<file path="config.mk">
export PLATFORM = sky130hd
export DESIGN_NAME = mvt_dot
export DESIGN_NICKNAME = d
export VERILOG_FILES = /design/src/mvt_pkg.sv /design/src/mvt_dot.sv
export SDC_FILE = /design/constraint.sdc
export NUM_CORES = 2
export LEC_CHECK = 0
export BUFFER_PORTS_ARGS = -buffer_cell sky130_fd_sc_hd__clkbuf_2
export CORE_ASPECT_RATIO = 1.1
export CORE_UTILIZATION = 50
export DETAILED_ROUTE_END_ITERATION = 12
export PLACE_DENSITY = 0.65
export SYNTH_ARGS = -nofsm -noshare
export SYNTH_HDL_FRONTEND = slang
export SYNTH_SLANG_ARGS = --single-unit
</file>
<file path="constraint.sdc">
create_clock -name clk -period 20.4 [get_ports clk]
set_input_delay 2.04 -clock clk [delete_from_list [all_inputs] [get_ports clk]]
set_output_delay 2.04 -clock clk [all_outputs]
set_load 0.02 [all_outputs]
</file>
<file path="src/mvt_pkg.sv">
// shared types and constants for the 4x4 matrix vector transform
`default_nettype none
package mvt_pkg;

  localparam int COEF_FRAC_BITS = 12;
  localparam int COEF_W = 16;
  localparam int COMP_W = 24;
  localparam int ROW_W = 4 * COEF_W;
  localparam int PROD_W = COEF_W + COMP_W;
  localparam int PAIR_W = PROD_W + 1;
  localparam int SUM_W = PROD_W + 2;
  localparam int RND_W = SUM_W + 1;

  localparam int ADDR_W = 5;
  localparam int DATA_W = 64;

  localparam logic [1:0] REG_ROW_ONE = 2'd0;
  localparam logic [1:0] REG_ROW_TWO = 2'd1;
  localparam logic [1:0] REG_ROW_THREE = 2'd2;
  localparam logic [1:0] REG_ROW_FOUR = 2'd3;

  localparam logic signed [RND_W-1:0] HALF_LSB = RND_W'(1) <<< (COEF_FRAC_BITS - 1);
  localparam logic signed [RND_W-1:0] SAT_HI = (RND_W'(1) <<< (COMP_W - 1)) - RND_W'(1);
  localparam logic signed [RND_W-1:0] SAT_LO = ~SAT_HI;
  localparam logic signed [COMP_W-1:0] OUT_MAX = SAT_HI[COMP_W-1:0];
  localparam logic signed [COMP_W-1:0] OUT_MIN = SAT_LO[COMP_W-1:0];

  typedef logic signed [COMP_W-1:0] comp_t;
  typedef logic [3:0][COMP_W-1:0] vec_t;
  typedef logic [ROW_W-1:0] row_t;

  // per-stage load enables of the datapath
  typedef struct packed {
    logic s1;
    logic s2;
    logic s3;
    logic s4;
  } en_t;

  // identity row: 1.0 in column idx
  function automatic row_t identity_row(input logic [1:0] idx);
    row_t r;
    r = '0;
    r[COEF_W*idx +: COEF_W] = COEF_W'(1) << COEF_FRAC_BITS;
    return r;
  endfunction

endpackage
`default_nettype wire

</file>
<file path="src/mvt_dot.sv">
// four-stage dot product of one coefficient row with a vector, rounded and saturated
`default_nettype none
module mvt_dot (
  input  wire logic          clk,
  input  wire mvt_pkg::en_t  en,
  input  wire mvt_pkg::row_t row,
  input  wire mvt_pkg::vec_t vec,
  output mvt_pkg::comp_t     result,
  output logic               sat
);

  logic signed [mvt_pkg::PROD_W-1:0] prod [4];
  logic signed [mvt_pkg::PAIR_W-1:0] pair [2];
  logic signed [mvt_pkg::SUM_W-1:0]  sum;
  logic signed [mvt_pkg::RND_W-1:0]  rnd;
  logic signed [mvt_pkg::RND_W-1:0]  shifted;

  // stage 1: four products
  always_ff @(posedge clk) begin
    if (en.s1) begin
      for (int j = 0; j < 4; j++) begin
        prod[j] <= $signed(row[mvt_pkg::COEF_W*j +: mvt_pkg::COEF_W]) * $signed(vec[j]);
      end
    end
  end

  // stage 2: pair sums
  always_ff @(posedge clk) begin
    if (en.s2) begin
      pair[0] <= mvt_pkg::PAIR_W'(prod[0]) + mvt_pkg::PAIR_W'(prod[1]);
      pair[1] <= mvt_pkg::PAIR_W'(prod[2]) + mvt_pkg::PAIR_W'(prod[3]);
    end
  end

  // stage 3: full sum
  always_ff @(posedge clk) begin
    if (en.s3) begin
      sum <= mvt_pkg::SUM_W'(pair[0]) + mvt_pkg::SUM_W'(pair[1]);
    end
  end

  // round half up, then drop fraction bits
  always_comb begin
    rnd = mvt_pkg::RND_W'(sum) + mvt_pkg::HALF_LSB;
    shifted = rnd >>> mvt_pkg::COEF_FRAC_BITS;
  end

  // stage 4: clamp to output range
  always_ff @(posedge clk) begin
    if (en.s4) begin
      if (shifted > mvt_pkg::SAT_HI) begin
        result <= mvt_pkg::OUT_MAX;
        sat <= 1'b1;
      end else if (shifted < mvt_pkg::SAT_LO) begin
        result <= mvt_pkg::OUT_MIN;
        sat <= 1'b1;
      end else begin
        result <= shifted[mvt_pkg::COMP_W-1:0];
        sat <= 1'b0;
      end
    end
  end

endmodule
`default_nettype wire

</file>
==> impl_metrics.toml <==
[cells_and_area]
multiInputGateArea_um2 = 53300
fillers = 12600
final_common_cell = "inv_1"
syn2layout_area_growth_pct = 4.99
seqCellArea_um2 = 8950
final_cell_mix = "inv_1, fa_1, nand2_1"
fin_nets = 9498
drive_above_1_share_pct = 3.95

[placed_design]
port_buffers = 189
gp_congestion = 0.904
dp_hpwl_mm = 141

[drt]
vias = 48900
highest_layer = "met5"
met2_length_mm = 88.1
first_pass_iters = 6
drtIter0Drc = 3240
wl_met1_mm = 70.3
wl_met3_mm = 7.77
wl_mm = 171
routed_via_density = 5.33
ant_nets = 0
drc = 0
wl_per_cell_um = 18.6

[setup_path]
crit_chain = "clkbuf_2, nand2_1, inv_1, fa_1, inv_1, fa_1, inv_1, fa_1, fa_1, fa_1, inv_1, fa_1, inv_1, ha_1, a21o_1, a21o_1, a21oi_1, o21ai_0, a21oi_1, o21ai_0, or4_1, a31oi_1, o21ai_0, xor2_1"
end_kind = "register"
critPathMaxStageDelay_ns = 0.68
cp_num_buf_inv = 6
cp_top_family = "adder cells"
startpoint_type = "input pin"
timing.critical_path.mode_cell = "fa_1"
slowest_stage = "fa_1"
cp.arrival_ns = 8.87
critPathKind = "in2reg"
crit_required_ns = 20.67
cp_max_fo = 24

[sta]
slew_violations = 0
clock.fmax_ghz = 0.116
rsz0062_at_grt = "false"
setup_viol = 0
worst_slew_pin_slew_ns = 1.35
period_needed_ns = 8.60
finalHoldViolations = 0
timing.slew.headroom_pct = 7.92
min_period_over_period_pct = 42.2
skew_ns = 0.0269
fin_tns_setup_ns = 0

[flow_run]
maxCapViolCount = 0

[clock_tree]
numCtsBuffers = 34
cts_buffer_depth = 3
cts-resized-gates = 0
cts_tree = "built"
path_clk_slew_ns = 0.06
root_buffer = "clkbuf_16"
clock-sinks = 298
hold_buffers = 0
cts_setup_buffers = 0
htree_levels = 2
clock_latency_ns = 0.55

[synthesis]
yosysSeqAreaShare_pct = 12.8
synth_flop_cell = "edfxtp_1"
post_synth.cell_area_avg_um2 = 9.51
async_reset_ff_share_pct = 0
synth_seq_cells = 298
synth-warning-count = 0
ys_types = 78
syn_inst = 7334
synth_edf_count = 298
synth_top_area_share_pct = 43.0
syn-cell-area_um2 = 69700
yosysTopAreaCell = "fa_1"
synth_area_leaders = "fa_1, edfxtp_1, inv_1"
syn_nets = 9510

[floorplanning]
die_x_um = 358
coreArea_um2 = 138000
io_pins = 190
rows = 143
die_y_um = 394
die_area_um2 = 141000
start_util_pct = 50.4

[global_route]
grt_max_degree = 88
grt_pass1_wl_mm = 282
grt_pass1_vias = 53200
antenna_found_initial = 4
track_usage_pct = 25.3
grt-ovfl-total = 0

[min_path]
hold_path_class = "reg2reg"

[run_status]
status = "finished, final reports clean"
## area by class of cell
| type | count | share of cell area (%) |
|---|---|---|
| well taps | 1812 | 3.10 |
| clock buffers | 35 | 1.20 |
| repair buffers | 191 | 1.32 |
| diodes | 1 | 0.00342 |
| inverters | 1753 | 8.99 |
| clock inverters | 26 | 0.405 |
| multi-input cells | 5044 | 72.8 |
| flip-flops and latches | 298 | 12.2 |
## metal layers
metal,GRT usage (%),up-vias
met5,0,-
met4,6.41,2
met3,2.03,249
met2,44.9,1255
met1,33.3,25300
li1,-,22100
## cells in the mapped netlist (5+ instances only)
master    number
xnor2_1      203
o21ai_0      120
nand2b_1      43
a31o_2         6
ha_1         513
a211oi_1      30
edfxtp_1     298
nand3_1       62
o21a_1        41
and2_1       608
and3_1        23
a21o_1       117
clkbuf_1     234
inv_1       1753
a31oi_1       19
o211ai_1      23
o31a_1         6
nor2_1       226
nor2b_1       29
a211o_1        8
or2_2          5
nand4_1       19
nand2_1      951
and4_1         7
nor3b_1        6
a21boi_0      13
nor3_1        33
xor2_1        79
nor4_1         6
o21ai_2       20
or3_1          5
a21oi_1      217
o21bai_1      29
o31ai_1        8
fa_1        1498
## flip-flops by register name, indices dropped and copies added (netlist names)
| register | flops |
|---|---|
| prod | 160 |
| pair | 82 |
| sum | 31 |
| result | 24 |
| sat | 1 |
## worst register-to-register path: cells and delay by family, from the launching register on
kind / cells / cell delay [ns]
AOI/OAI and AO/OA: 5 / 2.37
DFF: 1 / 0.42
adders and majority gates: 1 / 0.32
and+or+nand+nor: 4 / 0.56
xor gates and xnor gates: 1 / 0.34
## final timing paths
path / startpoint / to / slack (ns) / cells after the start
max: row[33] / prod[2][38] / 11.80 / 24
max reg2reg: pair[0][8] / sum[35] / 16.20 / 11
min: prod[0][0] / pair[0][0] / 0.58 / 1
min reg2reg: prod[0][0] / pair[0][0] / 0.58 / 1
## kinds of logic after synthesis
| logic type | share of synthesized area [%] |
|---|---|
| compound gates | 6.56 |
| xor+xnor | 3.54 |
| fa+ha+maj | 52.2 |
| buf+inv | 10.8 |
| flops | 12.8 |
| mux | 0.0162 |
| simple gates | 14.0 |
## through the flow
step	util (%)	setup slack (ns)	area, µm²	cells	hold WS (ns)
global placement	52.1	11.39	72000	9098	0.550
CTS	52.9	11.83	73200	9159	0.581
finish	52.9	11.80	73200	9160	0.577
detailed placement	52.1	11.32	72000	9098	0.549
global route	52.9	11.42	73200	9160	0.601
floorplan	-	12.24	69700	7334	0.513
Power is not shown: default switching activity piles up to over one toggle a cycle in this logic, so the estimate is an artifact.
